===== src/ivt_pkg.sv =====
`default_nettype none
// ----------------------------------------------------------------------------
// Interval timer package
// Shared action codes and stream layout constants for the interval timer.
// ----------------------------------------------------------------------------
package ivt_pkg;

    localparam int IN_TDATA_W  = 72;
    localparam int OUT_TDATA_W = 8;

    localparam int ACTION_W = 3;
    localparam int MS_W     = 32;

    localparam int ACTION_LSB = 0;
    localparam int NOW_LSB    = ACTION_LSB + ACTION_W;
    localparam int DELAY_LSB  = NOW_LSB + MS_W;

    localparam int FIRED_BIT   = 0;
    localparam int EXPIRED_BIT = 1;
    localparam int RUNNING_BIT = 2;

    typedef enum logic [ACTION_W-1:0] {
        ACT_TICK    = 3'd0,
        ACT_START   = 3'd1,
        ACT_RESTART = 3'd2,
        ACT_CANCEL  = 3'd3,
        ACT_POLL    = 3'd4
    } t_action;

endpackage
`default_nettype wire


===== src/interval_timer_with_wrap.sv =====
`default_nettype none
// ----------------------------------------------------------------------------
// Interval timer with wrap
// One-shot or periodic millisecond timer that handles wrap of the time base.
// ----------------------------------------------------------------------------
// Each item carries the current time and an action (tick, start, restart,
// cancel, poll) and produces one result item with the fired, expired and
// running flags. The block takes one item per clock cycle while the output
// is not stalled. An accepted item passes an input register, then one pass
// of add and compare logic that updates the timer state and fills the output
// register. The state update of one item is written with its result, so the
// next item sees it at once. The input side is not ready while reset is
// held. A write of the recurring bit takes effect at every edge with the
// write enable high; write it only while no item is in flight.
module interval_timer_with_wrap #(
    parameter int TIME_WIDTH = 32
) (
    input  wire logic                            i_clk,
    input  wire logic                            i_rst_n,
    input  wire logic                            i_cfg_we,
    input  wire logic                            i_cfg_wdata,
    input  wire logic                            i_s_tvalid,
    output logic                                 o_s_tready,
    // action [2:0], now_ms [34:3], delay_ms [66:35], zeros above
    input  wire logic [ivt_pkg::IN_TDATA_W-1:0]  i_s_tdata,
    output logic                                 o_m_tvalid,
    input  wire logic                            i_m_tready,
    // fired [0], expired [1], running [2], zeros above
    output logic [ivt_pkg::OUT_TDATA_W-1:0]      o_m_tdata
);

    logic                        r_recurring;

    logic                        r_in_valid;
    ivt_pkg::t_action            r_action;
    logic [ivt_pkg::MS_W-1:0]    r_now_ms;
    logic [ivt_pkg::MS_W-1:0]    r_delay_ms;

    logic [TIME_WIDTH-1:0]       r_interval_len;
    logic [TIME_WIDTH-1:0]       r_trigger_time;
    logic [TIME_WIDTH-1:0]       r_upper_limit;
    logic                        r_expired_flag;

    logic                        r_out_valid;
    logic                        r_fired;
    logic                        r_expired;
    logic                        r_running;

    logic [TIME_WIDTH-1:0]       n_interval_len;
    logic [TIME_WIDTH-1:0]       n_trigger_time;
    logic [TIME_WIDTH-1:0]       n_upper_limit;
    logic                        n_expired_flag;
    logic                        n_fired;
    logic                        n_expired;

    logic                        advance;
    logic [TIME_WIDTH-1:0]       now_t;
    logic [TIME_WIDTH-1:0]       delay_t;
    logic [TIME_WIDTH-1:0]       len_sel;
    logic [TIME_WIDTH:0]         sum;
    logic                        wrap;
    logic [TIME_WIDTH-1:0]       trig_new;
    logic [TIME_WIDTH-1:0]       upper_new;
    logic                        hit;

    assign advance    = !r_out_valid || i_m_tready;
    assign o_s_tready = i_rst_n && (!r_in_valid || advance);
    assign o_m_tvalid = r_out_valid;
    assign o_m_tdata  = {(ivt_pkg::OUT_TDATA_W - 3)'(0), r_running, r_expired, r_fired};

    assign now_t   = TIME_WIDTH'(r_now_ms);
    assign delay_t = TIME_WIDTH'(r_delay_ms);

    assign len_sel   = (r_action == ivt_pkg::ACT_START) ? delay_t : r_interval_len;
    assign sum       = {1'b0, now_t} + {1'b0, len_sel};
    assign wrap      = sum[TIME_WIDTH];
    assign trig_new  = wrap ? sum[TIME_WIDTH-1:0] : sum[TIME_WIDTH-1:0] - 1'b1;
    assign upper_new = wrap ? now_t : '1;

    assign hit = (r_interval_len != '0) && (r_trigger_time < now_t)
                 && (now_t < r_upper_limit);

    always_comb begin
        n_interval_len = r_interval_len;
        n_trigger_time = r_trigger_time;
        n_upper_limit  = r_upper_limit;
        n_expired_flag = r_expired_flag;
        n_fired        = 1'b0;
        n_expired      = 1'b0;
        unique case (r_action) inside
            ivt_pkg::ACT_TICK, ivt_pkg::ACT_POLL: begin
                if (hit) begin
                    n_fired        = 1'b1;
                    n_expired_flag = 1'b1;
                    if (r_recurring) begin
                        n_trigger_time = trig_new;
                        n_upper_limit  = upper_new;
                    end else begin
                        n_interval_len = '0;
                    end
                end
                if (r_action == ivt_pkg::ACT_POLL) begin
                    n_expired      = r_expired_flag || hit;
                    n_expired_flag = 1'b0;
                end
            end
            ivt_pkg::ACT_START: begin
                n_interval_len = delay_t;
                if (delay_t != '0) begin
                    n_trigger_time = trig_new;
                    n_upper_limit  = upper_new;
                end else begin
                    n_expired_flag = 1'b0;
                end
            end
            ivt_pkg::ACT_RESTART: begin
                if (r_interval_len != '0) begin
                    n_trigger_time = trig_new;
                    n_upper_limit  = upper_new;
                end
            end
            ivt_pkg::ACT_CANCEL: begin
                n_interval_len = '0;
                n_expired_flag = 1'b0;
            end
            default: begin
            end
        endcase
    end

    always_ff @(posedge i_clk) begin
        if (i_cfg_we) begin
            r_recurring <= i_cfg_wdata;
        end else if (!i_rst_n) begin
            r_recurring <= 1'b0;
        end
        if (!i_rst_n) begin
            r_in_valid     <= 1'b0;
            r_out_valid    <= 1'b0;
            r_interval_len <= '0;
            r_trigger_time <= '0;
            r_upper_limit  <= '1;
            r_expired_flag <= 1'b0;
        end else begin
            if (o_s_tready) begin
                r_in_valid <= i_s_tvalid;
            end
            if (advance) begin
                r_out_valid <= r_in_valid;
                if (r_in_valid) begin
                    r_interval_len <= n_interval_len;
                    r_trigger_time <= n_trigger_time;
                    r_upper_limit  <= n_upper_limit;
                    r_expired_flag <= n_expired_flag;
                end
            end
        end
    end

    always_ff @(posedge i_clk) begin
        if (o_s_tready && i_s_tvalid) begin
            r_action   <= ivt_pkg::t_action'(
                i_s_tdata[ivt_pkg::ACTION_LSB +: ivt_pkg::ACTION_W]);
            r_now_ms   <= i_s_tdata[ivt_pkg::NOW_LSB +: ivt_pkg::MS_W];
            r_delay_ms <= i_s_tdata[ivt_pkg::DELAY_LSB +: ivt_pkg::MS_W];
        end
        if (advance && r_in_valid) begin
            r_fired   <= n_fired;
            r_expired <= n_expired;
            r_running <= (n_interval_len != '0);
        end
    end

endmodule
`default_nettype wire


===== config.mk =====
export PLATFORM = sky130hd
export DESIGN_NAME = interval_timer_with_wrap
export DESIGN_NICKNAME = d
export VERILOG_FILES = /design/src/ivt_pkg.sv /design/src/interval_timer_with_wrap.sv
export SDC_FILE = /design/constraint.sdc
export NUM_CORES = 1
export LEC_CHECK = 0
export ABC_CLOCK_PERIOD_IN_PS = 4900
export BUFFER_PORTS_ARGS = -buffer_cell sky130_fd_sc_hd__buf_2
export CAP_MARGIN = 5
export CORE_ASPECT_RATIO = 1.4
export CORE_MARGIN = 5
export CORE_UTILIZATION = 55
export CTS_CLUSTER_SIZE = 10
export DETAILED_ROUTE_END_ITERATION = 16
export HOLD_SLACK_MARGIN = 0.08
export PLACE_DENSITY_LB_ADDON = 0.2
export SYNTH_ARGS = -nofsm -noshare
export SYNTH_HDL_FRONTEND = slang
export SYNTH_SLANG_ARGS = --single-unit

===== constraint.sdc =====
create_clock -name i_clk -period 4.9 [get_ports i_clk]
set_input_delay 0.245 -clock i_clk [delete_from_list [all_inputs] [get_ports i_clk]]
set_output_delay 0.245 -clock i_clk [all_outputs]
set_load 0.005 [all_outputs]

Word-level counts from Yosys, hierarchy flattened --
Cells that the tools add are included. W data, S select, Z words.
Word-level totals: register bits after elaboration 170, output and inout port bits 10, logic and storage cells 72
Operators by class: add/sub/neg operators 2, $lt $le $gt $ge 2, equality and inequality tests 11, mux-type cells 23, reduce and logical (&&, ||, !) cells 21
Operators with widths (count):
- $mux W32 | 13
- $pmux W32 S3 | 3
- $reduce_bool A32 Y1 | 3
- $lt A32 B32 Y1 | 2
- $add A32 B32 Y33 | 1
- $sub A32 B1 Y32 const B | 1
- $ne A2 B2 Y1 const B | 4
- $reduce_and A7 Y1 | 1
- $eq A3 B2 Y1 const B | 2
- $mux W1 | 6
- $reduce_bool A3 Y1 | 2
- $logic_and A1 B1 Y1 | 5
- $reduce_and A5 Y1 | 1
- $ne A2 B1 Y1 const B | 2
- $reduce_and A2 Y1 | 2
- $eq A3 B1 Y1 const B | 1
- $eq A3 B3 Y1 const B | 1
- $logic_not A3 Y1 | 1
- $logic_or A1 B1 Y1 | 3
- $ne A3 B3 Y1 const B | 1
- $pmux W1 S3 | 1
- $logic_not A1 Y1 | 2
- $reduce_or A2 Y1 | 1

Depth between registers and ports, before layout --
depth in word-level cells 8, gate-level depth with buffers 22

Worst setup path before layout --
OpenSTA, ideal clock, no wires.
path kind flip-flop to flip-flop, from register r_action[1], to register r_trigger_time[31], clock period less this slack 5.058 ns, library setup time 0.138 ns, path buffers 5, cell stages (with the launch flop) 22, slack -0.158 ns, arrival 4.920 ns, cells stage by stage edfxtp_1 -> clkbuf_1 -> nor2_1 -> and2_1 -> clkbuf_1 -> clkbuf_1 -> buf_1 -> nand2_1 -> nand2_1 -> ha_1 -> fa_1 -> a211oi_2 -> o21ai_2 -> a311oi_4 -> o211ai_2 -> xor2_1 -> or4_1 -> or4_1 -> buf_4 -> nor3_2 -> a31o_2 -> a31oi_1
On the way: word-level cells in the longest chain between the ends 8, elaborated cells between the ends (all ways) 20, those cells by class 2 x add/sub; 7 x eq/ne; 7 x mux; 4 x reduce/logical
Ends and longest elaborated chain:
- from (decl) | RTL line interval_timer_with_wrap.sv:35 | ivt_pkg::t_action r_action;
- from (signal assigned) | RTL line interval_timer_with_wrap.sv:162 | r_action <= ivt_pkg::t_action'(
- $eq A3 B1 Y1 | RTL line interval_timer_with_wrap.sv:74 | assign len_sel = (r_action == ivt_pkg::ACT_START) ? delay_t : r_interval_len;
- $mux W32 | RTL line interval_timer_with_wrap.sv:74
- $add A32 B32 Y33 | RTL line interval_timer_with_wrap.sv:75 | assign sum = {1'b0, now_t} + {1'b0, len_sel};
- $sub A32 B1 Y32 | RTL line interval_timer_with_wrap.sv:77 | assign trig_new = wrap ? sum[TIME_WIDTH-1:0] : sum[TIME_WIDTH-1:0] - 1'b1;
- $mux W32 | RTL line interval_timer_with_wrap.sv:77
- $mux W32 | RTL line interval_timer_with_wrap.sv:95 | if (r_recurring) begin
- $mux W32 | RTL line interval_timer_with_wrap.sv:92 | if (hit) begin
- $pmux W32 S3 | RTL line interval_timer_with_wrap.sv:90 | unique case (r_action) inside
- to (signal assigned) | RTL line interval_timer_with_wrap.sv:152 | r_trigger_time <= n_trigger_time;
- to (decl) | RTL line interval_timer_with_wrap.sv:40 | logic [TIME_WIDTH-1:0] r_trigger_time;
Parallel ways exist; a longest one is shown, timed or not. The select of a mux whose other input is x is not followed. A chain may end at the register's enable or synchronous reset.

Worst setup path in the final report --
from register r_action[1], to register r_trigger_time[25]
Same word-level chain as after synthesis.

==> summary.md <==
| Metric | Value |
|---|---|
| Largest net degree at the start of global routing | 87 |
| CTS tree | done |
| Htree depth | 4 |
| Slew margin rel. | 0.330 |
| Unique masters post-synth | 71 |
| CP Max Fanout | 6 |
| Bufs on Longest Clock Path | 2 |
| Nets@finish | 1,605 |
| Period utilization | 0.962 |
| Pwr Density | 273 nW/um^2 |
| Mapped Area | 10,800 um^2 |
| Seq/Total Area, Yosys | 0.381 |
| Status | complete, no violations |
| Area growth syn-to-layout | 20.1% |
| Lkg Pwr | 0.00572 uW |
| Max Used Layer | met4 |
| Port bufs | 77 |
| Layout Skew | 0.0137 ns |
| Filler cell count | 1,547 |
| Core ar. | 19,300 um^2 |
| Largest area contributor in the netlist | edfxtp_1 |
| Detailed Place HPWL | 21.0 mm |
| Met2 WL post-DR | 15.1 mm |
| Residual DRC | 0 |
| Area fraction of the dominant cell type after synthesis | 0.198 |
| Grt ovf | 0 |
| Initial antenna violation count | 0 |
| Actual slew at the worst max-slew pin | 1.00 ns |
| Max-slew violations | 0 |
| Total of max-cap violations | 0 |
| CP delay by family, top | simple AND/OR/NAND/NOR gates |
| Dpl cells | 1,591 |
| Die area | 22,500 um^2 |
| Drt first pass iters | 5 |
| Initial core utilization | 0.559 |
| Worst path bufs/invs | 2 |
| Worst hold path type | in -> reg |
| Die H | 176 um |
| Vias post-DR | 10,100 |
| Synth Flop Type | dfxtp_1 |
| Antenna diodes | 0 |
| WL final | 29.6 mm |
| M1 wire length | 11.6 mm |
| Top cells by area, synth | edfxtp_1, dfxtp_1, ha_1 |
| Root buffer cell | clkbuf_16 |
| 1st-iter DRT viols | 610 |
| Crit Path Class | reg -> reg |
| Min Tclk post-route | 4.71 ns |
| Post-synth top cells | nand2_1, nor2_1, dfxtp_1, ha_1, o21ai_0 |
| Setup-failing EPs final | 0 |
| Maximum vdd drop | 0.236 mV |
| I/O pin cnt | 88 |
| DIE WIDTH | 128 um |
| Mapped Avg Cell Area | 8.39 um^2 |
| Gp weighted congestion | 0.940 |
| RSZ-0062 raised after global routing | yes |
| Detail Route met3 WL | 1.50 mm |
| Fmax | 0.212 GHz |
| Sink Count | 170 |
| EDFF count, synth | 71 |
| Global-route wire length before repair | 48.2 mm |
| CP Launch Type | flip-flop |
| Max stage delay on crit path | 0.53 ns |
| Vias in the first global route | 10,100 |
| Setup crit end kind | flip-flop |
| Final Non-Filler Cells | 1,692 |
| YS warnings | 0 |
| Req. time, crit path | 5.24 ns |
| Most common cell in the synthesized netlist | nand2_1 |
| Final Hold Vio Count | 0 |
| Post-synth ARST share | 0 |
| Ratio of cells with drive above 1 in the final layout | 0.131 |
| Post-Synthesis Cells | 1,286 |
| GRT Resource Usage Total | 0.264 |
| Flops & latches, synth | 170 |
| Slowest stage cell, crit path | or4_1 |
| CP Cell Sequence | nor2_2, nand2_2, nand2_1, nand2_1, ha_1, fa_1, a211oi_2, o21ai_2, a311oi_4, buf_4, o211ai_2, xor2_1, or4_1, or4_1, buf_4, nor4_4, xnor2_1, a211oi_2 |
| Vias/cell | 5.98 |
| Antenna viol nets, final | 0 |
| Arrival @ worst endpoint | 5.06 ns |
| Worst-path clk slew | 0.07 ns |
| Total CTS buffers | 17 |
| Clk Latency, worst-skew pair | 0.43 ns |
| Final TNS setup | 0 ns |
| Row Count | 60 |
| Routed len/inst | 17.5 um |
==> placed cells by master, fill, tap and decap left out, types with 12 or more instances in the layout <==
| cell | count |
|---|---|
| buf_4 | 49 |
| dlygate4sd3_1 | 68 |
| dfxtp_1 | 99 |
| a21oi_1 | 88 |
| clkbuf_16 | 18 |
| o211ai_1 | 12 |
| a22oi_1 | 27 |
| nand2_1 | 172 |
| nor4_1 | 20 |
| xnor2_1 | 25 |
| nand4_1 | 25 |
| edfxtp_1 | 71 |
| buf_2 | 77 |
| o21ai_0 | 94 |
| a211oi_1 | 29 |
| nor3_1 | 55 |
| a21o_1 | 17 |
| nand3_1 | 27 |
| nor2_1 | 119 |
| inv_1 | 78 |
| xor2_1 | 21 |
| ha_1 | 95 |
==> sequential cells by signal, indices dropped and copies added, names as in the netlist, 3 cells and up <==
| signal | flops |
|---|---|
| delay_t | 32 |
| now_t | 32 |
| r_interval_len | 32 |
| r_trigger_time | 32 |
| r_upper_limit | 32 |
| r_action | 3 |
==> report_power, final <==
group | internal (uW) | switching [uW]
combinational | 216 | 288
clock | 859 | 606
sequential | 1530 | 45.1
==> metrics by stage <==
step,instance area [um^2],total power [uW],utilization,hold WS [ns],setup slack [ns]
floorplan,10800,1890,-,0.344,0.0365
global placement,11600,2040,0.601,0.421,0.101
detailed placement,11600,2050,0.601,0.423,-0.0241
CTS,12900,3540,0.670,0.0835,0.0127
global route,12900,3680,0.671,0.0983,-0.0185
finish,12900,3540,0.671,0.0948,0.186
==> worst paths after layout <==
check	start	to	slack [ns]	cells past startpoint
max reg2reg	r_action[1]	r_trigger_time[25]	0.19	18
max	r_action[1]	r_trigger_time[25]	0.19	18
min	i_cfg_wdata	r_recurring	0.09	2
min reg2reg	r_trigger_time[2]	r_trigger_time[2]	0.46	2
==> cells by family after synthesis <==
group	Yosys count	synth area share
xor+xnor	46	0.0374
compound gates	334	0.198
other cells	1	0.000348
buf+inv	153	0.0578
fa+ha+maj	96	0.112
simple gates	484	0.212
mux	2	0.00186
flops	170	0.381
==> final cells by class <==
cell class	count	area [um^2]	area share
flip-flops and latches	170	4110	0.318
inverters	79	297	0.0229
repair buffers	196	1470	0.114
well taps	248	310	0.0240
multi-input cells	967	6110	0.472
clock inverters	13	178	0.0137
clock buffers	19	464	0.0358
==> repair_timing <==
action / in CTS / in global routing
buffers inserted: 1 / 0
hold buffers: 68 / 0
gates resized for setup: 2 / 6
pin swaps: 1 / 2
setup endpoints to repair: 4 / 15
hold endpoints to repair: 68 / 0
==> per-layer routing <==
| metal | up-vias | track usage |
|---|---|---|
| met5 | - | 0 |
| met4 | 0 | 0.132 |
| met1 | 4784 | 0.304 |
| met2 | 306 | 0.474 |
| met3 | 82 | 0.0335 |
| li1 | 4941 | - |
Note: power is estimated with default switching activity, not from simulation.
